==> src/hdl/vfr_pkg.sv <==
`timescale 1ns / 1ps
// ----------------------------------------------------------------------------
// Volume fade ramp package
// Shared widths, event codes, register indexes, reset values and the
// structures passed between the controller and its serial ramp unit.
// ----------------------------------------------------------------------------
package vfr_pkg;

   // Field widths.
   localparam int LEVEL_W = 16;
   localparam int FRAC_W  = 17;
   localparam int MS_W    = 16;
   localparam int OP_W    = 3;
   localparam int CSR_W   = 2;

   // A ramp fraction of exactly 1.0 in Q1.16.
   localparam logic [FRAC_W-1:0] FRAC_ONE = {1'b1, {LEVEL_W{1'b0}}};

   // Event codes.
   localparam logic [OP_W-1:0] OP_TICK     = 3'd0;
   localparam logic [OP_W-1:0] OP_SET_MUTE = 3'd1;
   localparam logic [OP_W-1:0] OP_FADE_OUT = 3'd2;
   localparam logic [OP_W-1:0] OP_START    = 3'd3;
   localparam logic [OP_W-1:0] OP_SHUTDOWN = 3'd4;

   // Register indexes.
   localparam logic [CSR_W-1:0] CSR_MENU_VOLUME    = 2'd0;
   localparam logic [CSR_W-1:0] CSR_MUTE_FADE_MS   = 2'd1;
   localparam logic [CSR_W-1:0] CSR_UNMUTE_FADE_MS = 2'd2;
   localparam logic [CSR_W-1:0] CSR_START_FADE_MS  = 2'd3;

   // Register reset values.
   localparam logic [LEVEL_W-1:0] RST_MENU_VOLUME    = 16'd36045;
   localparam logic [MS_W-1:0]    RST_MUTE_FADE_MS   = 16'd250;
   localparam logic [MS_W-1:0]    RST_UNMUTE_FADE_MS = 16'd50;
   localparam logic [MS_W-1:0]    RST_START_FADE_MS  = 16'd1500;

   // Operands of one ramp step.
   typedef struct packed {
      logic [MS_W-1:0]    elapsed;
      logic [MS_W-1:0]    duration;
      logic [FRAC_W-1:0]  fraction;
      logic [LEVEL_W-1:0] start_level;
      logic [LEVEL_W-1:0] target_level;
   } ramp_args_type;

   // Outcome of one ramp step.
   typedef struct packed {
      logic [LEVEL_W-1:0] gain;
      logic [FRAC_W-1:0]  fraction;
      logic               expired;
   } ramp_result_type;

endpackage

==> src/hdl/vfr_ramp_step.sv <==
`timescale 1ns / 1ps
// ----------------------------------------------------------------------------
// Serial ramp step unit
// Advances the ramp fraction by elapsed/duration with a two-bit-per-cycle
// restoring divider, saturates it at 1.0, then interpolates the gain with a
// two-bit-per-cycle shift-and-add multiplier.
// ----------------------------------------------------------------------------
module vfr_ramp_step (
   input  logic                     clock,
   input  logic                     reset,
   input  logic                     start,
   input  vfr_pkg::ramp_args_type   args,
   output logic                     done,
   output vfr_pkg::ramp_result_type result
);
   import vfr_pkg::*;

   localparam int DIGIT_W = 2;
   localparam int STEPS   = LEVEL_W / DIGIT_W;
   localparam int CNT_W   = $clog2(STEPS);

   typedef enum logic [4:0] {
      S_IDLE = 5'b00001,
      S_DIV  = 5'b00010,
      S_SUM  = 5'b00100,
      S_MUL  = 5'b01000,
      S_DONE = 5'b10000
   } step_state_type;

   step_state_type     state_ff, state_in;
   logic [CNT_W-1:0]   cnt_ff, cnt_in;
   logic [MS_W-1:0]    dur_ff, dur_in;
   logic [FRAC_W-1:0]  frac_ff, frac_in;
   logic [LEVEL_W-1:0] base_ff, base_in;
   logic               rising_ff, rising_in;
   logic [LEVEL_W-1:0] diff_ff, diff_in;
   logic [MS_W-1:0]    rem_ff, rem_in;
   logic [LEVEL_W-1:0] quo_ff, quo_in;
   logic               sat_ff, sat_in;
   logic               expired_ff, expired_in;
   logic [LEVEL_W-1:0] hi_ff, hi_in;
   logic [LEVEL_W-1:0] lo_ff, lo_in;

   logic [MS_W:0]      div_t1, div_t2, div_r1, div_r2;
   logic               div_ge1, div_ge2;
   logic [FRAC_W:0]    frac_sum;
   logic [FRAC_W-1:0]  frac_next;
   logic [LEVEL_W+1:0] mul_sum;
   logic [LEVEL_W-1:0] prod;
   logic               elapsed_ge;

   // Two restoring division steps per cycle; the remainder stays below the divisor.
   always_comb begin
      div_t1  = {rem_ff, 1'b0};
      div_ge1 = (div_t1 >= {1'b0, dur_ff});
      div_r1  = div_ge1 ? (div_t1 - {1'b0, dur_ff}) : div_t1;
      div_t2  = {div_r1[MS_W-1:0], 1'b0};
      div_ge2 = (div_t2 >= {1'b0, dur_ff});
      div_r2  = div_ge2 ? (div_t2 - {1'b0, dur_ff}) : div_t2;
   end

   // Fraction update with saturation at 1.0.
   always_comb begin
      frac_sum   = {1'b0, frac_ff} + {2'b00, quo_ff};
      frac_next  = frac_ff;
      expired_in = expired_ff;
      if (state_ff == S_SUM) begin
         expired_in = 1'b0;
         if (dur_ff != '0) begin
            if (sat_ff || (frac_sum >= {1'b0, FRAC_ONE})) begin
               frac_next  = FRAC_ONE;
               expired_in = 1'b1;
            end else begin
               frac_next = frac_sum[FRAC_W-1:0];
            end
         end
      end
   end

   // One multiplier digit: add zero, one, two or three times the level span.
   always_comb begin
      mul_sum = {2'b00, hi_ff}
              + (lo_ff[0] ? {2'b00, diff_ff} : '0)
              + (lo_ff[1] ? {1'b0, diff_ff, 1'b0} : '0);
   end

   assign elapsed_ge = (args.elapsed >= args.duration);

   // Sequencer: load, divide (skipped when the duration is zero or already elapsed), add, multiply, report.
   always_comb begin
      state_in  = state_ff;
      cnt_in    = cnt_ff;
      dur_in    = dur_ff;
      frac_in   = frac_ff;
      base_in   = base_ff;
      rising_in = rising_ff;
      diff_in   = diff_ff;
      rem_in    = rem_ff;
      quo_in    = quo_ff;
      sat_in    = sat_ff;
      hi_in     = hi_ff;
      lo_in     = lo_ff;
      case (state_ff)
         S_IDLE: begin
            if (start) begin
               dur_in    = args.duration;
               frac_in   = args.fraction;
               base_in   = args.start_level;
               rising_in = (args.target_level >= args.start_level);
               diff_in   = (args.target_level >= args.start_level) ?
                           (args.target_level - args.start_level) :
                           (args.start_level - args.target_level);
               rem_in    = args.elapsed;
               quo_in    = '0;
               cnt_in    = '0;
               sat_in    = (args.duration != '0) && elapsed_ge;
               if ((args.duration != '0) && !elapsed_ge) begin
                  state_in = S_DIV;
               end else begin
                  state_in = S_SUM;
               end
            end
         end
         S_DIV: begin
            rem_in = div_r2[MS_W-1:0];
            quo_in = {quo_ff[LEVEL_W-DIGIT_W-1:0], div_ge1, div_ge2};
            cnt_in = cnt_ff + 1'b1;
            if (cnt_ff == CNT_W'(STEPS - 1)) begin
               state_in = S_SUM;
            end
         end
         S_SUM: begin
            frac_in  = frac_next;
            hi_in    = '0;
            lo_in    = frac_next[LEVEL_W-1:0];
            cnt_in   = '0;
            state_in = S_MUL;
         end
         S_MUL: begin
            hi_in  = mul_sum[LEVEL_W+1:DIGIT_W];
            lo_in  = {mul_sum[DIGIT_W-1:0], lo_ff[LEVEL_W-1:DIGIT_W]};
            cnt_in = cnt_ff + 1'b1;
            if (cnt_ff == CNT_W'(STEPS - 1)) begin
               state_in = S_DONE;
            end
         end
         S_DONE: begin
            state_in = S_IDLE;
         end
         default: begin
            state_in = S_IDLE;
         end
      endcase
   end

   // Control registers.
   always_ff @(posedge clock) begin
      if (reset) begin
         state_ff <= S_IDLE;
         cnt_ff   <= '0;
      end else begin
         state_ff <= state_in;
         cnt_ff   <= cnt_in;
      end
   end

   // Datapath registers.
   always_ff @(posedge clock) begin
      dur_ff     <= dur_in;
      frac_ff    <= frac_in;
      base_ff    <= base_in;
      rising_ff  <= rising_in;
      diff_ff    <= diff_in;
      rem_ff     <= rem_in;
      quo_ff     <= quo_in;
      sat_ff     <= sat_in;
      expired_ff <= expired_in;
      hi_ff      <= hi_in;
      lo_ff      <= lo_in;
   end

   // At a full fraction the span is taken whole; otherwise the product's top half.
   assign prod            = frac_ff[LEVEL_W] ? diff_ff : hi_ff;
   assign done            = (state_ff == S_DONE);
   assign result.gain     = rising_ff ? (base_ff + prod) : (base_ff - prod);
   assign result.fraction = frac_ff;
   assign result.expired  = expired_ff;

endmodule

==> src/hdl/volume_fade_ramp_controller_unit.sv <==
`timescale 1ns / 1ps
// ----------------------------------------------------------------------------
// Volume fade ramp controller
// Gain ramp controller for one music stream: ticks advance a linear ramp,
// mute, fade out, start and shutdown events set up ramps and stream state.
// ----------------------------------------------------------------------------
// Usage:
// Events enter on the req_ channel and each yields exactly one beat on the
// rsp_ channel with the gain and stream status after that event. A beat is
// taken when valid is high and stall is low. Registers are written on the
// csr_ channel (index 0 menu volume, 1 mute fade, 2 unmute fade, 3 start
// fade); csr_ready is always high, writes belong in idle periods.
// Sequence: a tick with an open stream passes through the radix-4 divider,
// an add step and the radix-4 multiplier of the ramp unit before its result
// is captured; the divider is skipped when the ramp expires or has no
// duration. Any other event goes straight to the finish state, from which
// its result moves into the output register.
// One event is in flight at a time; req_stall is high until its result
// has moved into the output register, which holds it while rsp_stall is
// high. A new event is taken while that result still waits.
// Reset clears all stream state and loads the register defaults.
// ----------------------------------------------------------------------------
module volume_fade_ramp_controller_unit (
   input  logic                         clock,
   input  logic                         reset,
   input  logic                         req_valid,
   output logic                         req_stall,
   input  logic [vfr_pkg::OP_W-1:0]     req_op,
   input  logic [vfr_pkg::MS_W-1:0]     req_elapsed_ms,
   input  logic                         req_mute_on,
   input  logic [vfr_pkg::MS_W-1:0]     req_fade_ms,
   input  logic                         req_load_ok,
   output logic                         rsp_valid,
   input  logic                         rsp_stall,
   output logic [vfr_pkg::LEVEL_W-1:0]  rsp_gain,
   output logic                         rsp_gain_changed,
   output logic                         rsp_playing_now,
   output logic                         rsp_stop_request,
   output logic                         rsp_is_silent,
   output logic                         rsp_start_ok,
   input  logic                         csr_valid,
   output logic                         csr_ready,
   input  logic [vfr_pkg::CSR_W-1:0]    csr_index,
   input  logic [vfr_pkg::LEVEL_W-1:0]  csr_wdata
);
   import vfr_pkg::*;

   typedef enum logic [2:0] {
      T_IDLE   = 3'b001,
      T_ARITH  = 3'b010,
      T_FINISH = 3'b100
   } ctrl_state_type;

   ctrl_state_type     state_ff, state_in;

   logic [LEVEL_W-1:0] menu_volume_ff, menu_volume_in;
   logic [MS_W-1:0]    mute_fade_ff, mute_fade_in;
   logic [MS_W-1:0]    unmute_fade_ff, unmute_fade_in;
   logic [MS_W-1:0]    start_fade_ff, start_fade_in;

   logic               have_stream_ff, have_stream_in;
   logic               playing_ff, playing_in;
   logic               muted_ff, muted_in;
   logic               stopping_ff, stopping_in;
   logic [LEVEL_W-1:0] target_ff, target_in;
   logic [LEVEL_W-1:0] current_ff, current_in;
   logic [LEVEL_W-1:0] start_level_ff, start_level_in;
   logic [MS_W-1:0]    duration_ff, duration_in;
   logic [FRAC_W-1:0]  fraction_ff, fraction_in;
   logic               changed_ff, changed_in;
   logic               stop_req_ff, stop_req_in;

   logic               rsp_valid_ff, rsp_valid_in;
   logic [LEVEL_W-1:0] rsp_gain_ff, rsp_gain_in;
   logic               rsp_changed_ff, rsp_changed_in;
   logic               rsp_playing_ff, rsp_playing_in;
   logic               rsp_stop_ff, rsp_stop_in;
   logic               rsp_silent_ff, rsp_silent_in;
   logic               rsp_start_ok_ff, rsp_start_ok_in;

   logic               req_accept;
   logic               ramp_start;
   logic               ramp_done;
   ramp_args_type      ramp_args;
   ramp_result_type    ramp_result;
   logic [MS_W-1:0]    mute_dur;

   assign req_stall  = (state_ff != T_IDLE);
   assign req_accept = req_valid && !req_stall;
   assign csr_ready  = 1'b1;

   // Serial divide and interpolate unit for tick events.
   assign ramp_args.elapsed      = req_elapsed_ms;
   assign ramp_args.duration     = duration_ff;
   assign ramp_args.fraction     = fraction_ff;
   assign ramp_args.start_level  = start_level_ff;
   assign ramp_args.target_level = target_ff;

   vfr_ramp_step u_ramp_step (
      .clock  (clock),
      .reset  (reset),
      .start  (ramp_start),
      .args   (ramp_args),
      .done   (ramp_done),
      .result (ramp_result)
   );

   // Configuration register writes.
   always_comb begin
      menu_volume_in = menu_volume_ff;
      mute_fade_in   = mute_fade_ff;
      unmute_fade_in = unmute_fade_ff;
      start_fade_in  = start_fade_ff;
      if (csr_valid && csr_ready) begin
         case (csr_index)
            CSR_MENU_VOLUME:    menu_volume_in = csr_wdata;
            CSR_MUTE_FADE_MS:   mute_fade_in   = csr_wdata;
            CSR_UNMUTE_FADE_MS: unmute_fade_in = csr_wdata;
            CSR_START_FADE_MS:  start_fade_in  = csr_wdata;
            default: begin
            end
         endcase
      end
   end

   assign mute_dur = req_mute_on ? mute_fade_ff : unmute_fade_ff;

   // Event handling and result capture.
   always_comb begin
      state_in        = state_ff;
      have_stream_in  = have_stream_ff;
      playing_in      = playing_ff;
      muted_in        = muted_ff;
      stopping_in     = stopping_ff;
      target_in       = target_ff;
      current_in      = current_ff;
      start_level_in  = start_level_ff;
      duration_in     = duration_ff;
      fraction_in     = fraction_ff;
      changed_in      = changed_ff;
      stop_req_in     = stop_req_ff;
      ramp_start      = 1'b0;
      rsp_valid_in    = rsp_valid_ff && rsp_stall;
      rsp_gain_in     = rsp_gain_ff;
      rsp_changed_in  = rsp_changed_ff;
      rsp_playing_in  = rsp_playing_ff;
      rsp_stop_in     = rsp_stop_ff;
      rsp_silent_in   = rsp_silent_ff;
      rsp_start_ok_in = rsp_start_ok_ff;
      case (state_ff)
         T_IDLE: begin
            if (req_accept) begin
               changed_in  = 1'b0;
               stop_req_in = 1'b0;
               state_in    = T_FINISH;
               case (req_op)
                  OP_TICK: begin
                     if (have_stream_ff) begin
                        ramp_start = 1'b1;
                        state_in   = T_ARITH;
                     end
                  end
                  OP_SET_MUTE: begin
                     if (muted_ff != req_mute_on) begin
                        muted_in       = req_mute_on;
                        start_level_in = current_ff;
                        target_in      = req_mute_on ? '0 : menu_volume_ff;
                        duration_in    = mute_dur;
                        fraction_in    = (mute_dur == '0) ? FRAC_ONE : '0;
                     end
                  end
                  OP_FADE_OUT: begin
                     if (have_stream_ff) begin
                        stopping_in    = 1'b1;
                        start_level_in = current_ff;
                        target_in      = '0;
                        if (muted_ff || (current_ff == '0) || (req_fade_ms == '0)) begin
                           // Silent fade out: drop to zero and stop now.
                           duration_in = '0;
                           fraction_in = FRAC_ONE;
                           changed_in  = (current_ff != '0);
                           current_in  = '0;
                           if (playing_ff) begin
                              playing_in  = 1'b0;
                              stop_req_in = 1'b1;
                           end
                        end else begin
                           duration_in = req_fade_ms;
                           fraction_in = '0;
                        end
                     end
                  end
                  OP_START: begin
                     if (!have_stream_ff && req_load_ok) begin
                        have_stream_in = 1'b1;
                        stopping_in    = 1'b0;
                        current_in     = '0;
                        start_level_in = '0;
                        target_in      = muted_ff ? '0 : menu_volume_ff;
                        duration_in    = start_fade_ff;
                        fraction_in    = (start_fade_ff == '0) ? FRAC_ONE : '0;
                        playing_in     = 1'b1;
                        changed_in     = 1'b1;
                     end
                  end
                  OP_SHUTDOWN: begin
                     stop_req_in    = have_stream_ff && playing_ff;
                     changed_in     = (current_ff != '0);
                     have_stream_in = 1'b0;
                     playing_in     = 1'b0;
                     stopping_in    = 1'b0;
                     current_in     = '0;
                     target_in      = '0;
                     start_level_in = '0;
                     duration_in    = '0;
                     fraction_in    = '0;
                  end
                  default: begin
                  end
               endcase
            end
         end
         T_ARITH: begin
            if (ramp_done) begin
               fraction_in = ramp_result.fraction;
               if (ramp_result.expired) begin
                  duration_in = '0;
               end
               if (ramp_result.gain != current_ff) begin
                  current_in = ramp_result.gain;
                  changed_in = 1'b1;
               end
               // A pending stop completes once the ramp reaches silence.
               if (stopping_ff && (ramp_result.gain == '0) && playing_ff) begin
                  playing_in  = 1'b0;
                  stop_req_in = 1'b1;
               end
               state_in = T_FINISH;
            end
         end
         T_FINISH: begin
            if (!rsp_valid_ff || !rsp_stall) begin
               rsp_valid_in    = 1'b1;
               rsp_gain_in     = current_ff;
               rsp_changed_in  = changed_ff;
               rsp_playing_in  = playing_ff;
               rsp_stop_in     = stop_req_ff;
               rsp_silent_in   = !playing_ff && (current_ff == '0);
               rsp_start_ok_in = have_stream_ff;
               state_in        = T_IDLE;
            end
         end
         default: begin
            state_in = T_IDLE;
         end
      endcase
   end

   // Control and stream state registers.
   always_ff @(posedge clock) begin
      if (reset) begin
         state_ff       <= T_IDLE;
         menu_volume_ff <= RST_MENU_VOLUME;
         mute_fade_ff   <= RST_MUTE_FADE_MS;
         unmute_fade_ff <= RST_UNMUTE_FADE_MS;
         start_fade_ff  <= RST_START_FADE_MS;
         have_stream_ff <= 1'b0;
         playing_ff     <= 1'b0;
         muted_ff       <= 1'b0;
         stopping_ff    <= 1'b0;
         target_ff      <= '0;
         current_ff     <= '0;
         start_level_ff <= '0;
         duration_ff    <= '0;
         fraction_ff    <= '0;
         changed_ff     <= 1'b0;
         stop_req_ff    <= 1'b0;
         rsp_valid_ff   <= 1'b0;
      end else begin
         state_ff       <= state_in;
         menu_volume_ff <= menu_volume_in;
         mute_fade_ff   <= mute_fade_in;
         unmute_fade_ff <= unmute_fade_in;
         start_fade_ff  <= start_fade_in;
         have_stream_ff <= have_stream_in;
         playing_ff     <= playing_in;
         muted_ff       <= muted_in;
         stopping_ff    <= stopping_in;
         target_ff      <= target_in;
         current_ff     <= current_in;
         start_level_ff <= start_level_in;
         duration_ff    <= duration_in;
         fraction_ff    <= fraction_in;
         changed_ff     <= changed_in;
         stop_req_ff    <= stop_req_in;
         rsp_valid_ff   <= rsp_valid_in;
      end
   end

   // Output beat payload.
   always_ff @(posedge clock) begin
      rsp_gain_ff     <= rsp_gain_in;
      rsp_changed_ff  <= rsp_changed_in;
      rsp_playing_ff  <= rsp_playing_in;
      rsp_stop_ff     <= rsp_stop_in;
      rsp_silent_ff   <= rsp_silent_in;
      rsp_start_ok_ff <= rsp_start_ok_in;
   end

   assign rsp_valid        = rsp_valid_ff;
   assign rsp_gain         = rsp_gain_ff;
   assign rsp_gain_changed = rsp_changed_ff;
   assign rsp_playing_now  = rsp_playing_ff;
   assign rsp_stop_request = rsp_stop_ff;
   assign rsp_is_silent    = rsp_silent_ff;
   assign rsp_start_ok     = rsp_start_ok_ff;

`ifndef NO_ASSERTIONS
   // The ramp unit only reports while the controller waits for it.
   a_done_in_arith: assert property (@(posedge clock) disable iff (reset)
      ramp_done |-> (state_ff == T_ARITH))
      else $error("ramp step finished outside of the arithmetic wait");

   // An accepted event always occupies the controller in the next cycle.
   a_accept_busy: assert property (@(posedge clock) disable iff (reset)
      req_accept |=> (state_ff != T_IDLE))
      else $error("controller idle right after accepting an event");

   // A stop request always leaves the stream not playing.
   a_stop_not_playing: assert property (@(posedge clock) disable iff (reset)
      rsp_valid |-> !(rsp_stop_request && rsp_playing_now))
      else $error("stop request reported while still playing");

   // Without a stream nothing can be playing.
   a_no_stream_idle: assert property (@(posedge clock) disable iff (reset)
      (rsp_valid && !rsp_start_ok) |-> !rsp_playing_now)
      else $error("playing reported without a stream");
`endif

endmodule
==> config.mk <==
export PLATFORM = sky130hd
export DESIGN_NAME = volume_fade_ramp_controller_unit
export DESIGN_NICKNAME = d
export VERILOG_FILES = /design/src/hdl/vfr_pkg.sv /design/src/hdl/vfr_ramp_step.sv /design/src/hdl/volume_fade_ramp_controller_unit.sv
export SDC_FILE = /design/constraint.sdc
export NUM_CORES = 1
export LEC_CHECK = 0
export BUFFER_PORTS_ARGS = -buffer_cell sky130_fd_sc_hd__clkbuf_2
export CAP_MARGIN = 20
export CELL_PAD_IN_SITES_DETAIL_PLACEMENT = 1
export CELL_PAD_IN_SITES_GLOBAL_PLACEMENT = 1
export CORE_ASPECT_RATIO = 0.5
export CORE_UTILIZATION = 35
export CTS_CLUSTER_SIZE = 24
export DETAILED_ROUTE_END_ITERATION = 10
export PLACE_DENSITY = 0.66
export SLEW_MARGIN = 20
export SYNTH_ARGS = -nofsm -noshare
export SYNTH_HDL_FRONTEND = slang
export SYNTH_SLANG_ARGS = --single-unit
==> constraint.sdc <==
create_clock -name clock -period 8.5 [get_ports clock]
set_clock_uncertainty 0.2 [all_clocks]
set_input_delay 0.425 -clock clock [delete_from_list [all_inputs] [get_ports clock]]
set_output_delay 0.425 -clock clock [all_outputs]
set_load 0.01 [all_outputs]
======== Word-level counts from Yosys, hierarchy flattened ========
Cells that the tools add are included.
storage, ports and cells
  input port bits ......................... 60
  logic and storage cells ................. 252
  output and inout bits ................... 24
  register bits after elaboration ......... 316
cells by class
  add/subtract/negate cells ............... 10
  reductions and logical operators ........ 60
  eq/ne operators ......................... 38
  magnitude comparators ................... 5
  muxes and demuxes ....................... 102
operators with widths
  kind                                                                      count
  16-bit 2-to-1 mux                                                         29
  17-bit 2-to-1 mux                                                         12
  16-bit one-hot mux with 2 select lines                                    6
  16-bit one-hot mux with 4 select lines                                    3
  16-bit zero test                                                          5
  16-bit subtractor                                                         5
  17-bit one-hot mux with 2 select lines                                    2
  17-bit one-hot mux with 4 select lines                                    1
  16-bit one-hot mux with 3 select lines                                    1
  16-bit nonzero test                                                       3
  17-bit by 16-bit >= comparator with 1-bit output                          2
  16-bit >= comparator                                                      2
  1-bit 2-to-1 mux                                                          27
  8-bit AND reduction                                                       3
  3-bit 2-to-1 mux                                                          7
  2-bit inequality test (second input constant)                             10
  5-bit one-hot mux with 4 select lines                                     1
  16-bit by 18-bit adder with 18-bit output                                 1
  17-bit by 16-bit adder with 18-bit output                                 1
  18-bit adder                                                              1
  18-bit by 17-bit >= comparator with 1-bit output (second input constant)  1
  3-bit one-hot mux with 3 select lines                                     2
  2-bit AND reduction                                                       9
  16-bit adder                                                              1
  35 further kinds                                                          80

======== Depth between registers and ports, before layout ========
Gate-level depths: netlist (run 1).
  depth after elaboration ................. 9
  gate-level depth with buffers ........... 23
  depth with buffers taken out ............ 20

======== By module ========
From an unflattened synthesis (run 1), not the netlist that was laid out.
second synthesis, totals
  cell total of the unflattened synthesis .. 2174
  area, all modules ....................... 19753.9 um2
by module, submodules not included
  module                            seq. area each (um2)  cells each  times used  area an instance (um2)
  vfr_ramp_step                     4124.0                1343        1           12350.6
  volume_fade_ramp_controller_unit  3733.6                831         1           7403.4

======== Worst setup path before layout (run 1) ========
OpenSTA, ideal clock, no wires.
  kind .................................... reg-to-reg
  start ................................... register u_ramp_step.frac_ff[16]
  end ..................................... register current_ff[14]
  data required time ...................... 8.164 ns
  setup time .............................. 0.136 ns
  path buffers ............................ 6
  arrival time ............................ 4.892 ns
  period minus slack after synthesis ...... 5.228 ns
  stages on the path, launching flop included .. 23
  path slack .............................. 3.272 ns
  cells stage by stage .................... edfxtp_1 buf_4 clkbuf_1 clkbuf_1 mux2i_1 ha_1 o21ai_0 nor2_1 a41oi_1 xnor2_1 ha_1 xnor2_1 mux2i_1 o2111ai_1 a2111oi_2 o2111ai_1 a2111oi_0 and3_1 buf_6 and2_4 buf_8 buf_12 o31ai_1
between the ends
  cells in the longest elaborated chain, start to end .. 6
  elaborated cells between the ends (all ways) .. 10
  those cells by class .................... 2 x add/sub; 2 x eq/ne; 5 x mux; 1 x reduce/logical
RTL lines
  item                                                                                     RTL line                                 RTL
  start, declared                                                                          vfr_ramp_step.sv:33                      logic [FRAC_W-1:0] frac_ff, frac_in;
  start signal, assigned                                                                   vfr_ramp_step.sv:170                     frac_ff <= frac_in;
  16-bit 2-to-1 mux (*)                                                                    vfr_ramp_step.sv:183                     assign prod = frac_ff[LEVEL_W] ? diff_ff : hi_ff;
  16-bit subtractor or 16-bit adder (tied branches)                                        vfr_ramp_step.sv:185                     assign result.gain = rising_ff ? (base_ff + prod) : (base_ff - prod);
  16-bit 2-to-1 mux (*)                                                                    vfr_ramp_step.sv:185
  16-bit inequality test or 16-bit 2-to-1 mux (tied branches)                              volume_fade_ramp_controller_unit.sv:229  if (ramp_result.gain != current_ff) begin
  2-bit inequality test (no line) or 16-bit 2-to-1 mux (tied branches)                     n/a
  8-bit AND reduction (no line) or 16-bit one-hot mux with 2 select lines (tied branches)  n/a
  end signal, assigned                                                                     volume_fade_ramp_controller_unit.sv:290  current_ff <= current_in;
  end, declared                                                                            volume_fade_ramp_controller_unit.sv:66   logic [LEVEL_W-1:0] current_ff, current_in;
Mark *: on every way between the ends. The rest lies on a longest branch, timed or not. The select of a mux whose other input is x is not followed.
A chain may end at the register's enable or synchronous reset.

======== Worst setup path after layout (run 1) ========
Ends and elaborated chain as after synthesis.

==> impl_metrics.json, run 1 <==
{
  "setup_ws_final_ps": 2610,
  "place.port_buffers": 82,
  "final_min_period_over_clock_period_pct": 69.3,
  "clock_network_power_share_pct": 45.1,
  "max-clock-path-buffers": 3,
  "synth-main-ff-cell": "sky130_fd_sc_hd__dfxtp_1",
  "grt_antenna_before_repair": 0,
  "cts_made_buffers": 35,
  "detail_route.wl_per_cell_um": 20.0,
  "grt_first_pass_wirelength_um": 99000,
  "clockRootBuffer": "sky130_fd_sc_hd__clkbuf_16",
  "timing.setup.tns_ps": 0,
  "n_fill_cell": 6648,
  "dominant_cell_by_count_in_the_synthesized_netlist": "sky130_fd_sc_hd__nand2_1",
  "worst-path-buf-inv": 1,
  "worst-setup-path-type": "register to register",
  "drive_gt1_share_pct": 11.4,
  "clock_insertion_delay_worst_skew_ps": 550,
  "rsz0062_at_grt": "no",
  "design.die.area_mm2": 0.0593,
  "synth.yosys.seq_area_share_pct": 38.5,
  "seq_power_share_pct": 47.4,
  "final_core_util_pct": 39.5,
  "synth_enable_flop_cells": 153,
  "area_of_the_multi_input_gates_mm2": 0.0115,
  "clk_pin_slew_ps": 60,
  "critical_path.max_fanout": 29,
  "synth_commonest_cells": "291 x sky130_fd_sc_hd__nand2_1, 184 x sky130_fd_sc_hd__a21oi_1, 163 x sky130_fd_sc_hd__dfxtp_1, 158 x sky130_fd_sc_hd__inv_1, 154 x sky130_fd_sc_hd__nor2_1",
  "max_stage_delay_ps": 670,
  "timing.critical_path.to_type": "register",
  "place_congestion": 0.866,
  "tightestPinTransition_ps": 1070,
  "postRouteWirelength_um": 61900,
  "synthArstFlopShare_pct": 0,
  "sequential_cell_area_mm2": 0.00786,
  "placed_cell_area_mm2": 0.0214,
  "critical_path_required_ps": 8680,
  "ordered_list_of_cells_on_the_worst_path": "buf_4, mux2i_1, ha_1, o21ai_0, nor2_1, a41oi_1, xnor2_1, ha_1, xnor2_1, mux2i_1, o2111ai_1, a2111oi_2, o2111ai_1, a2111oi_0, and3_1, and2_4, o31ai_1",
  "power_report.internal_total_mw": 2.59,
  "area_delta_synth_final_pct": 11.4,
  "std_cell_rows": 62,
  "outcome": "complete, no violations",
  "syn_nets": 2477,
  "ctsHtreeMaxLevel": 2,
  "netlist_area_mm2": 0.0204,
  "dpl_worst_slack_ps": 2710,
  "timing_hold_violations_final": 0,
  "static-leakage-power_nw": 9.03,
  "synthesis.yosys.warnings": 0,
  "critPathSlowestCell": "sky130_fd_sc_hd__and3_1",
  "slew-limit-headroom_pct": 28.3,
  "numClockSinks": 316,
  "final_design_area_no_fill_mm2": 0.0227,
  "gr-usage-all-layers_pct": 20.8,
  "cap_viol_max_count": 0,
  "power.total_mw": 3.43,
  "n_antenna_cell": 0,
  "final_antenna_net_count": 0,
  "final_period_minus_worst_setup_slack_ps": 5890,
  "yosys.area.top_type_share_pct": 22.5,
  "grt_pass1_vias": 17599,
  "power.ir.vdd_worst_uv": 120,
  "fmax_mhz": 170,
  "numPlacedInstances": 3021,
  "die_w_um": 343,
  "hold-worst-slack_ps": 27.6,
  "timing_max_transition_violations_final": 0,
  "placeableCoreArea_mm2": 0.0575,
  "fin_cells": 3101,
  "hp-class": "input pin to register",
  "post_synth.cell_area_avg_um2": 9.00,
  "vias": 17026,
  "io_pins": 84,
  "synth_top_cell_by_area": "sky130_fd_sc_hd__edfxtp_1",
  "p_switching_mw": 0.839,
  "switching_fraction_of_total_power_pct": 24.5,
  "power_frac_comb_pct": 7.5,
  "finish.net_count": 2517,
  "largestRegisters": "fraction_ff x17, u_ramp_step.frac_ff x17",
  "drc_errors": 0,
  "syn_inst": 2266,
  "cellPowerDensity_mw_per_mm2": 151,
  "start_util_pct": 35.5,
  "dr.first_iter.drc_count": 951,
  "synth_cell_types": 97,
  "clock_tree_from_tritoncts": "done",
  "grt_start_max_net_pins": 82,
  "ranking_of_synthesized_cells_by_area": "sky130_fd_sc_hd__edfxtp_1 23%, sky130_fd_sc_hd__dfxtp_1 16%, sky130_fd_sc_hd__ha_1 8.0%",
  "critical-path-top-delay-family": "compound AO/OA/AOI/OAI gates",
  "ys_seq_elements": 316,
  "critical_path.startpoint_type": "register",
  "drt-pass1-iter-count": 5,
  "post-dp-hpwl_um": 45900,
  "cts_setup_buffers": 0,
  "report.final.setup_viol": 0,
  "die_height_um": 173,
  "worst_ep_arrival_time_ps": 6070,
  "via_per_inst": 5.49,
  "grt_overflow": 0
}
cells by family after synthesis:
kind of cell / share of synthesized area (%)
adders and majority gates: 10.0
xor gates and xnor gates: 4.02
buffers and inverters: 5.49
and+or+nand+nor: 18.6
AOI/OAI and AO/OA: 17.9
other: 0.0184
muxes: 5.51
DFF: 38.5
worst min-delay path, cell delays in order:
cell and delay (ps):
sky130_fd_sc_hd__clkbuf_2 160, sky130_fd_sc_hd__nand2_1 80, sky130_fd_sc_hd__a21oi_1 50
power by group through the flow:
stage	clock (mW)	sequential, mW	combinational [mW]
floorplan	0	1.65	0.167
global placement	0	1.66	0.247
detailed placement	0	1.66	0.251
CTS	1.58	1.62	0.258
global route	1.64	1.63	0.285
finish	1.55	1.62	0.257
layer usage:
layer	track usage, %	vias up	wire [um]
li1	-	8252	-
met3	2.59	108	2170
met5	0	-	0
met4	6.26	0	1740
met1	28.8	8372	29600
met2	33.8	294	28400
worst paths after layout:
check | to | depth (start not counted) | slack (ps) | from
setup / recovery | current_ff[14] | 17 | 2610 | u_ramp_step.frac_ff[16]
hold / removal | start_fade_ff[1] | 3 | 30 | csr_wdata[1]
setup reg to reg | current_ff[14] | 17 | 2610 | u_ramp_step.frac_ff[16]
hold reg to reg | rsp_gain_changed | 0 | 240 | changed_ff
timing repair:
action | 4_1_cts | 5_1_grt
hold endpoints to repair | 41 | 0
gates resized for setup | 0 | 0
hold buffers | 15 | 0
cells in the final DEF (no fill, tap or decap), types with 10 or more instances in the layout:
master	synthesis	final
sky130_fd_sc_hd__nand2b_1	26	26
sky130_fd_sc_hd__xnor2_1	60	60
sky130_fd_sc_hd__clkbuf_16	0	37
sky130_fd_sc_hd__a22oi_1	18	18
sky130_fd_sc_hd__nor3_1	47	47
sky130_fd_sc_hd__or3_1	13	13
sky130_fd_sc_hd__nand3_1	84	84
sky130_fd_sc_hd__a21o_1	31	31
sky130_fd_sc_hd__a21oi_1	184	183
sky130_fd_sc_hd__nand2_1	291	290
sky130_fd_sc_hd__o21ai_0	77	77
sky130_fd_sc_hd__o21a_1	23	23
sky130_fd_sc_hd__o211ai_1	10	10
sky130_fd_sc_hd__edfxtp_1	153	153
sky130_fd_sc_hd__dlygate4sd3_1	0	15
sky130_fd_sc_hd__clkbuf_1	88	13
sky130_fd_sc_hd__mux2_2	63	63
sky130_fd_sc_hd__fa_1	21	21
sky130_fd_sc_hd__o31ai_1	31	31
sky130_fd_sc_hd__inv_1	158	157
sky130_fd_sc_hd__buf_4	4	20
sky130_fd_sc_hd__dfxtp_1	163	163
sky130_fd_sc_hd__nor4_1	33	33
sky130_fd_sc_hd__nor3b_1	25	24
sky130_fd_sc_hd__and3_1	10	10
sky130_fd_sc_hd__nor2b_1	19	19
sky130_fd_sc_hd__a41oi_1	18	18
sky130_fd_sc_hd__nand4_1	15	15
sky130_fd_sc_hd__ha_1	130	130
sky130_fd_sc_hd__a211oi_1	13	13
sky130_fd_sc_hd__and2_1	26	26
sky130_fd_sc_hd__a31oi_1	13	13
sky130_fd_sc_hd__xor2_1	24	24
sky130_fd_sc_hd__mux2i_1	40	40
sky130_fd_sc_hd__a222oi_1	16	16
sky130_fd_sc_hd__clkbuf_2	0	81
sky130_fd_sc_hd__o21bai_1	12	12
sky130_fd_sc_hd__nor2_1	154	152
final cells by class:
cell class,count,area share [%]
repair buffers,116,3.10
well taps,768,4.23
inverters,160,2.64
clock inverters,12,0.578
flip-flops and latches,316,34.6
multi-input cells,1677,50.5
clock buffers,52,4.41
Note: power is estimated with default switching activity, not from simulation.
==> run 2, diff against run 1 <==
--- a/config.mk
+++ b/config.mk
@@ -5,6 +5,7 @@
 export SDC_FILE = /design/constraint.sdc
 export NUM_CORES = 1
 export LEC_CHECK = 0
+export ABC_AREA = 1
 export BUFFER_PORTS_ARGS = -buffer_cell sky130_fd_sc_hd__clkbuf_2
 export CAP_MARGIN = 20
 export CELL_PAD_IN_SITES_DETAIL_PLACEMENT = 1
@@ -13,7 +14,7 @@
 export CORE_UTILIZATION = 35
 export CTS_CLUSTER_SIZE = 24
 export DETAILED_ROUTE_END_ITERATION = 10
-export PLACE_DENSITY = 0.66
+export PLACE_DENSITY = 0.69
 export SLEW_MARGIN = 20
 export SYNTH_ARGS = -nofsm -noshare
 export SYNTH_HDL_FRONTEND = slang
==> constraint.sdc (replaced) <==
create_clock -name clock -period 6 [get_ports clock]
set_clock_uncertainty 0.2 [all_clocks]
set_input_delay 0.3 -clock clock [delete_from_list [all_inputs] [get_ports clock]]
set_output_delay 0.3 -clock clock [all_outputs]
set_load 0.01 [all_outputs]
==> run 2 against run 1 <==
Effect of this change:
- hold slack improved by 9.9 ps
- largest cell class unchanged
- register-to-register slack worse by 1800 ps
- utilization increased by 0.82 points
- count of clock-buffer cells in the layout down 3
- critical path type unchanged
- sequential power rose by 63%
- clock power grew 51%
- sequential cell count is the same
- highest routed layer is now met5
- setup slack worse by 1800 ps
==> impl_metrics.json, run 2 <==
{
  "outcome": "complete, no violations",
  "grt_antenna_before_repair": 4,
  "synth_commonest_cells": "711 x sky130_fd_sc_hd__nand2_1, 392 x sky130_fd_sc_hd__inv_1, 230 x sky130_fd_sc_hd__a21oi_1, 196 x sky130_fd_sc_hd__nor2_1, 171 x sky130_fd_sc_hd__o21ai_0",
  "timing.critical_path.to_type": "register",
  "gr-usage-all-layers_pct": 23.2,
  "area_delta_synth_final_pct": 13.6,
  "max-clock-path-buffers": 3,
  "detail_route.wl_per_cell_um": 19.1,
  "hp-class": "input pin to register",
  "fmax_mhz": 194,
  "synth.yosys.seq_area_share_pct": 38.5,
  "cellPowerDensity_mw_per_mm2": 312,
  "synthArstFlopShare_pct": 0,
  "syn_nets": 2966,
  "slew-limit-headroom_pct": 39.9,
  "yosys.area.top_type_share_pct": 22.5,
  "drt-pass1-iter-count": 5,
  "power_frac_comb_pct": 31.4,
  "p_switching_mw": 2.63,
  "clock_insertion_delay_worst_skew_ps": 550,
  "fin_cells": 3641,
  "final_period_minus_worst_setup_slack_ps": 5150,
  "synth-main-ff-cell": "sky130_fd_sc_hd__dfxtp_1",
  "critical_path.startpoint_type": "register",
  "dr.first_iter.drc_count": 1214,
  "synth_top_cell_by_area": "sky130_fd_sc_hd__edfxtp_1",
  "final_antenna_net_count": 0,
  "netlist_area_mm2": 0.0204,
  "vias": 18884,
  "cts_setup_buffers": 0,
  "finish.net_count": 3054,
  "timing_max_transition_violations_final": 0,
  "ordered_list_of_cells_on_the_worst_path": "inv_1, ha_1, a21oi_1, nand2_1, nand4_1, o211ai_1, nand3_1, nand2_1, nand2_1, nand2_2, o21ai_0, inv_1, ha_1, a21oi_1, o21ai_0, nand2_1, nand3_1, nand4_1, o211ai_1, a21oi_1, buf_4, nand2_2, nand2_1, o22ai_1",
  "max_stage_delay_ps": 390,
  "dominant_cell_by_count_in_the_synthesized_netlist": "sky130_fd_sc_hd__nand2_1",
  "synth_cell_types": 55,
  "switching_fraction_of_total_power_pct": 36.3,
  "worst-path-buf-inv": 3,
  "drc_errors": 0,
  "cts_made_buffers": 35,
  "grt_overflow": 0,
  "rsz0062_at_grt": "no",
  "place.port_buffers": 82,
  "grt_start_max_net_pins": 78,
  "timing_hold_violations_final": 0,
  "critical-path-top-delay-family": "simple AND/OR/NAND/NOR gates",
  "ys_seq_elements": 316,
  "io_pins": 84,
  "numClockSinks": 316,
  "numPlacedInstances": 3539,
  "largestRegisters": "fraction_ff x17, u_ramp_step.frac_ff x17",
  "power_report.internal_total_mw": 4.62,
  "final_min_period_over_clock_period_pct": 85.9,
  "mostFrequentLayoutCell": "sky130_fd_sc_hd__nand2_1",
  "place_congestion": 0.924,
  "report.final.setup_viol": 0,
  "start_util_pct": 35.5,
  "grt_first_pass_wirelength_um": 109000,
  "clk_pin_slew_ps": 60,
  "ranking_of_synthesized_cells_by_area": "sky130_fd_sc_hd__edfxtp_1 22%, sky130_fd_sc_hd__dfxtp_1 16%, sky130_fd_sc_hd__nand2_1 13%",
  "postRouteWirelength_um": 69400,
  "drive_gt1_share_pct": 7.53,
  "seq_power_share_pct": 36.4,
  "design.die.area_mm2": 0.0594,
  "synth_enable_flop_cells": 153,
  "tightestPinTransition_ps": 900,
  "worst_ep_arrival_time_ps": 5240,
  "grt_pass1_vias": 19282,
  "cap_viol_max_count": 0,
  "die_height_um": 173,
  "critPathSlowestCell": "sky130_fd_sc_hd__edfxtp_1",
  "clock_network_power_share_pct": 32.2,
  "via_per_inst": 5.19,
  "static-leakage-power_nw": 10.5,
  "synthesis.yosys.warnings": 0,
  "critical_path.max_fanout": 31,
  "power.ir.vdd_worst_uv": 166,
  "clockRootBuffer": "sky130_fd_sc_hd__clkbuf_16",
  "worst-setup-path-type": "register to register",
  "timing.setup.tns_ps": 0,
  "ctsHtreeMaxLevel": 2,
  "post_synth.cell_area_avg_um2": 7.41,
  "die_w_um": 344,
  "critical_path_required_ps": 6090,
  "std_cell_rows": 62,
  "crit_path_frequent_cell": "sky130_fd_sc_hd__nand2_1",
  "commonest_cells_after_routing_fill_and_taps_aside": "710 x sky130_fd_sc_hd__nand2_1, 392 x sky130_fd_sc_hd__inv_1, 228 x sky130_fd_sc_hd__a21oi_1",
  "syn_inst": 2755,
  "post-dp-hpwl_um": 52700,
  "clock_tree_from_tritoncts": "done",
  "placeableCoreArea_mm2": 0.0575
}
run 2: changes by cell type in the layout (fill, tap and decap cells not counted), sizes merged, moves of 34 or more:
cell	previous run	this run
xnor2	61	27
o21ai	86	183
a21oi	184	231
nand2	291	721
mux2	64	0
nand3	84	170
inv	161	411
nor2	154	201
mux2i	40	5
run 2: path summary, 6_finish.rpt:
kind | start | end | slack, ps | cells after the start
worst max-delay path | u_ramp_step.dur_ff[2] | u_ramp_step.rem_ff[0] | 850 | 24
worst min-delay path | req_op[2] | muted_ff | 40 | 4
worst max register to register | u_ramp_step.dur_ff[2] | u_ramp_step.rem_ff[0] | 850 | 24
worst min register to register | start_level_ff[15] | u_ramp_step.base_ff[15] | 240 | 0
run 2: final cells by class:
class                   instances  area (um^2)
fillers                      7114        34300
diodes                          3         7.51
clock buffers                  49          993
inverters                     411         1540
flip-flops and latches        316         7860
clock inverters                15          211
repair buffers                139          943
multi-input cells            1940        10700
well taps                     768          961
run 2: worst reg2reg max path: cells and delay by family (launching register included):
family	cells	cell delay (ps)
DFF	1	390
and+or+nand+nor	11	1590
AOI/OAI and AO/OA	8	1590
adders and majority gates	2	670
buffers and inverters	3	450
run 2: per-stage QoR:
step	total power, mW	cell area, um^2	setup slack (ps)	util (%)	hold slack (ps)
2_1_floorplan	4.22	20400	1680	-	208
3_3_place_gp	4.85	21600	717	37.6	210
3_5_place_dp	4.90	21600	560	37.6	231
4_1_cts	7.27	23200	502	40.3	11.1
5_1_grt	7.65	23200	330	40.4	52.8
6_report	7.25	23200	847	40.4	37.5
run 2: cells by family (layout without fill, tap and decap cells):
family	after synthesis	in the layout	synth area share, %
AND/OR/NAND/NOR	1184	1184	24.4
XOR/XNOR	69	69	2.96
flip-flops	316	316	38.5
buffers and inverters	499	614	9.43
adder cells (fa/ha/maj)	151	151	10.0
other	1	4	0.0184
AO/OA/AOI/OAI	530	530	14.5
multiplexers	5	5	0.245
run 2: power by group through the flow:
| stage | Combinational [mW] | Clock, mW | Sequential [mW] |
|---|---|---|---|
| 2_1_floorplan | 1.62 | 0 | 2.61 |
| 3_3_place_gp | 2.17 | 0 | 2.68 |
| 3_5_place_dp | 2.22 | 0 | 2.68 |
| 4_1_cts | 2.25 | 2.38 | 2.64 |
| 5_1_grt | 2.54 | 2.46 | 2.65 |
| 6_report | 2.27 | 2.34 | 2.64 |
run 2: per-layer routing:
layer  up-vias  routed length, um  track usage, %  part of all wire, %
met5         -                 13               0                0.019
met4         2               1130            5.50                  1.6
met3        79               2330            2.44                  3.4
li1       9258                  -               -                    -
met2       289              31800            37.6                   46
met1      9256              34100            33.1                   49
run 2: what timing repair did:
action | in CTS | in global routing
hold endpoints to repair | 80 | 0
gates resized for setup | 0 | 1
endpoints found under the setup margin | 0 | 3
hold buffers | 34 | 0
==> run 3, diff against run 2 <==
--- a/config.mk
+++ b/config.mk
@@ -11,10 +11,10 @@
 export CELL_PAD_IN_SITES_DETAIL_PLACEMENT = 1
 export CELL_PAD_IN_SITES_GLOBAL_PLACEMENT = 1
 export CORE_ASPECT_RATIO = 0.5
-export CORE_UTILIZATION = 35
+export CORE_UTILIZATION = 47
 export CTS_CLUSTER_SIZE = 24
 export DETAILED_ROUTE_END_ITERATION = 10
-export PLACE_DENSITY = 0.69
+export PLACE_DENSITY = 0.86
 export SLEW_MARGIN = 20
 export SYNTH_ARGS = -nofsm -noshare
 export SYNTH_HDL_FRONTEND = slang
==> run 3 against run 2 <==
Effect of this change:
- the run now ends with DRC left
- first-iteration DRC count is 41% higher
- clock power fell by 3%
- setup slack got worse by 130 ps
- non-clock buffer count rose by 1
- fmax down 2.5%
- final cell count is 5.3% lower
- global-route usage rose by 8.5 points
- utilization up 14 points
- via count is 4.5% higher
- combinational power increased by 5%
- sequential power about the same
- largest power group unchanged
==> impl_metrics.json, run 3 (synthesis results as in run 2) <==
{
  "outcome": "finished with violations",
  "violations": "DRC",
  "dr.first_iter.drc_count": 1716,
  "max_stage_delay_ps": 490,
  "setup_ws_final_ps": 715,
  "final_min_period_over_clock_period_pct": 88.1,
  "critPathSlowestCell": "sky130_fd_sc_hd__edfxtp_1",
  "tightestPinTransition_ps": 1030,
  "area_delta_synth_final_pct": 12.2,
  "slew-limit-headroom_pct": 31.4,
  "n_fill_cell": 5410,
  "critical_path.startpoint_type": "register",
  "hp-class": "input pin to register",
  "clk_pin_slew_ps": 80,
  "placeableCoreArea_mm2": 0.0424,
  "drt-pass1-iter-count": 9,
  "ctsHoldBuffers": 38,
  "final_period_minus_worst_setup_slack_ps": 5280,
  "clock_insertion_delay_worst_skew_ps": 550,
  "timing_hold_violations_final": 0,
  "grt_start_max_net_pins": 81,
  "drc_errors": 1,
  "timing.setup.tns_ps": 0,
  "static-leakage-power_nw": 10.5,
  "place_congestion": 0.919,
  "critical-path-top-delay-family": "simple AND/OR/NAND/NOR gates",
  "grt_first_pass_wirelength_um": 111000,
  "largestRegisters": "fraction_ff x17, u_ramp_step.frac_ff x17",
  "cts_made_buffers": 34,
  "cts_setup_buffers": 0,
  "hold-worst-slack_ps": 23.1,
  "io_pins": 84,
  "worst-path-buf-inv": 4,
  "numClockSinks": 316,
  "commonest_cells_after_routing_fill_and_taps_aside": "711 x sky130_fd_sc_hd__nand2_1, 392 x sky130_fd_sc_hd__inv_1, 228 x sky130_fd_sc_hd__a21oi_1",
  "die_w_um": 297,
  "critical_path_required_ps": 6250,
  "clockRootBuffer": "sky130_fd_sc_hd__clkbuf_16",
  "grt_pass1_vias": 19986,
  "cap_viol_max_count": 0,
  "die_height_um": 149,
  "design.die.area_mm2": 0.0443,
  "std_cell_rows": 53,
  "worst-setup-path-type": "register to register",
  "dpl_worst_slack_ps": 930,
  "post-dp-hpwl_um": 51800,
  "fin_cells": 3447,
  "vias": 19739,
  "report.final.setup_viol": 0,
  "cts_resized": 0,
  "detail_route.wl_per_cell_um": 20.9,
  "clock_tree_from_tritoncts": "done",
  "mostFrequentLayoutCell": "sky130_fd_sc_hd__nand2_1",
  "numPlacedInstances": 3346,
  "grt_antenna_before_repair": 2,
  "final_antenna_net_count": 0,
  "max-clock-path-buffers": 3,
  "crit_path_frequent_cell": "sky130_fd_sc_hd__nand2_1",
  "start_util_pct": 48.1,
  "finish.net_count": 3054,
  "cellPowerDensity_mw_per_mm2": 318,
  "gr-usage-all-layers_pct": 31.8,
  "worst_ep_arrival_time_ps": 5540,
  "via_per_inst": 5.73,
  "fmax_mhz": 189,
  "timing.critical_path.to_type": "register",
  "grt_overflow": 0,
  "timing_max_transition_violations_final": 0,
  "ctsHtreeMaxLevel": 2,
  "place.port_buffers": 82,
  "critical_path.max_fanout": 19,
  "rsz0062_at_grt": "no",
  "postRouteWirelength_um": 72000,
  "power.ir.vdd_worst_uv": 219,
  "drive_gt1_share_pct": 7.39
}
run 3: cell types whose count changed in the layout (fill, tap and decap cells not counted), moves of 2 or more:
cell,delta
sky130_fd_sc_hd__dlygate4sd3_1,+4
sky130_fd_sc_hd__buf_4,-2
sky130_fd_sc_hd__clkinv_4,+2
sky130_fd_sc_hd__clkbuf_8,+2
sky130_fd_sc_hd__clkinv_1,-3
sky130_fd_sc_hd__bufinv_16,-4
sky130_fd_sc_hd__clkinv_2,-3
run 3: power breakdown:
| part | switching (mW) | leakage [nW] | internal [mW] |
|---|---|---|---|
| Clock | 1.00 | 0.559 | 1.26 |
| Combinational | 1.64 | 7.21 | 0.756 |
| Sequential | 0.134 | 2.72 | 2.48 |
run 3: worst reg2reg max path, stage by stage, from the launching register on:
cell and delay, ps:
sky130_fd_sc_hd__edfxtp_1 490, sky130_fd_sc_hd__buf_4 260, sky130_fd_sc_hd__nand2_1 100, sky130_fd_sc_hd__nand2_2 90, sky130_fd_sc_hd__inv_1 70, sky130_fd_sc_hd__ha_1 160, sky130_fd_sc_hd__nand2_1 70, sky130_fd_sc_hd__nor2_1 160
sky130_fd_sc_hd__nand3_1 150, sky130_fd_sc_hd__o31ai_1 440, sky130_fd_sc_hd__nand2_1 130, sky130_fd_sc_hd__xor2_1 360, sky130_fd_sc_hd__ha_1 380, sky130_fd_sc_hd__nand2_1 150, sky130_fd_sc_hd__inv_1 70, sky130_fd_sc_hd__nand2_1 70
sky130_fd_sc_hd__nand2_1 50, sky130_fd_sc_hd__a21oi_1 220, sky130_fd_sc_hd__nand3_1 180, sky130_fd_sc_hd__nand3_1 120, sky130_fd_sc_hd__nand2_1 60, sky130_fd_sc_hd__nor3_1 310, sky130_fd_sc_hd__nand3_4 340, sky130_fd_sc_hd__nand3_4 320
sky130_fd_sc_hd__nand2_1 120, sky130_fd_sc_hd__inv_2 70, sky130_fd_sc_hd__nor2_1 40
run 3: final cells by class:
type	instances	area, um^2	area share, %
multi-input combinational	1940	10700	46.7
sequential	316	7860	34.3
inverter	411	1540	6.73
clock buffer	51	1040	4.53
timing repair buffer	140	941	4.11
tap	577	722	3.15
clock inverter	10	105	0.459
antenna	2	5.00	0.0218
run 3: final timing paths:
path,from,to,slack [ps],cells past startpoint
worst min-delay path,csr_index[0],unmute_fade_ff[5],20,4
worst max register to register,u_ramp_step.frac_ff[16],current_ff[14],720,26
worst max-delay path,u_ramp_step.frac_ff[16],current_ff[14],720,26
worst min register to register,unmute_fade_ff[8],unmute_fade_ff[8],250,2
run 3: stage by stage:
| stage | instance area [um^2] | utilization, % | power, mW |
|---|---|---|---|
| 6_report | 22900 | 54.0 | 7.27 |
| 5_1_grt | 22900 | 54.0 | 7.60 |
| 4_1_cts | 22900 | 54.0 | 7.19 |
| 3_5_place_dp | 21400 | 50.4 | 4.93 |
| 3_3_place_gp | 21400 | 50.4 | 4.86 |
| 2_1_floorplan | 20400 | - | 4.22 |
run 3: layer usage:
metal	wire (um)	track usage, %	vias to the layer above
met5	0	0	-
li1	-	-	9274
met2	32800	52.5	657
met3	4690	4.70	116
met1	32900	43.7	9692
met4	1690	7.95	0
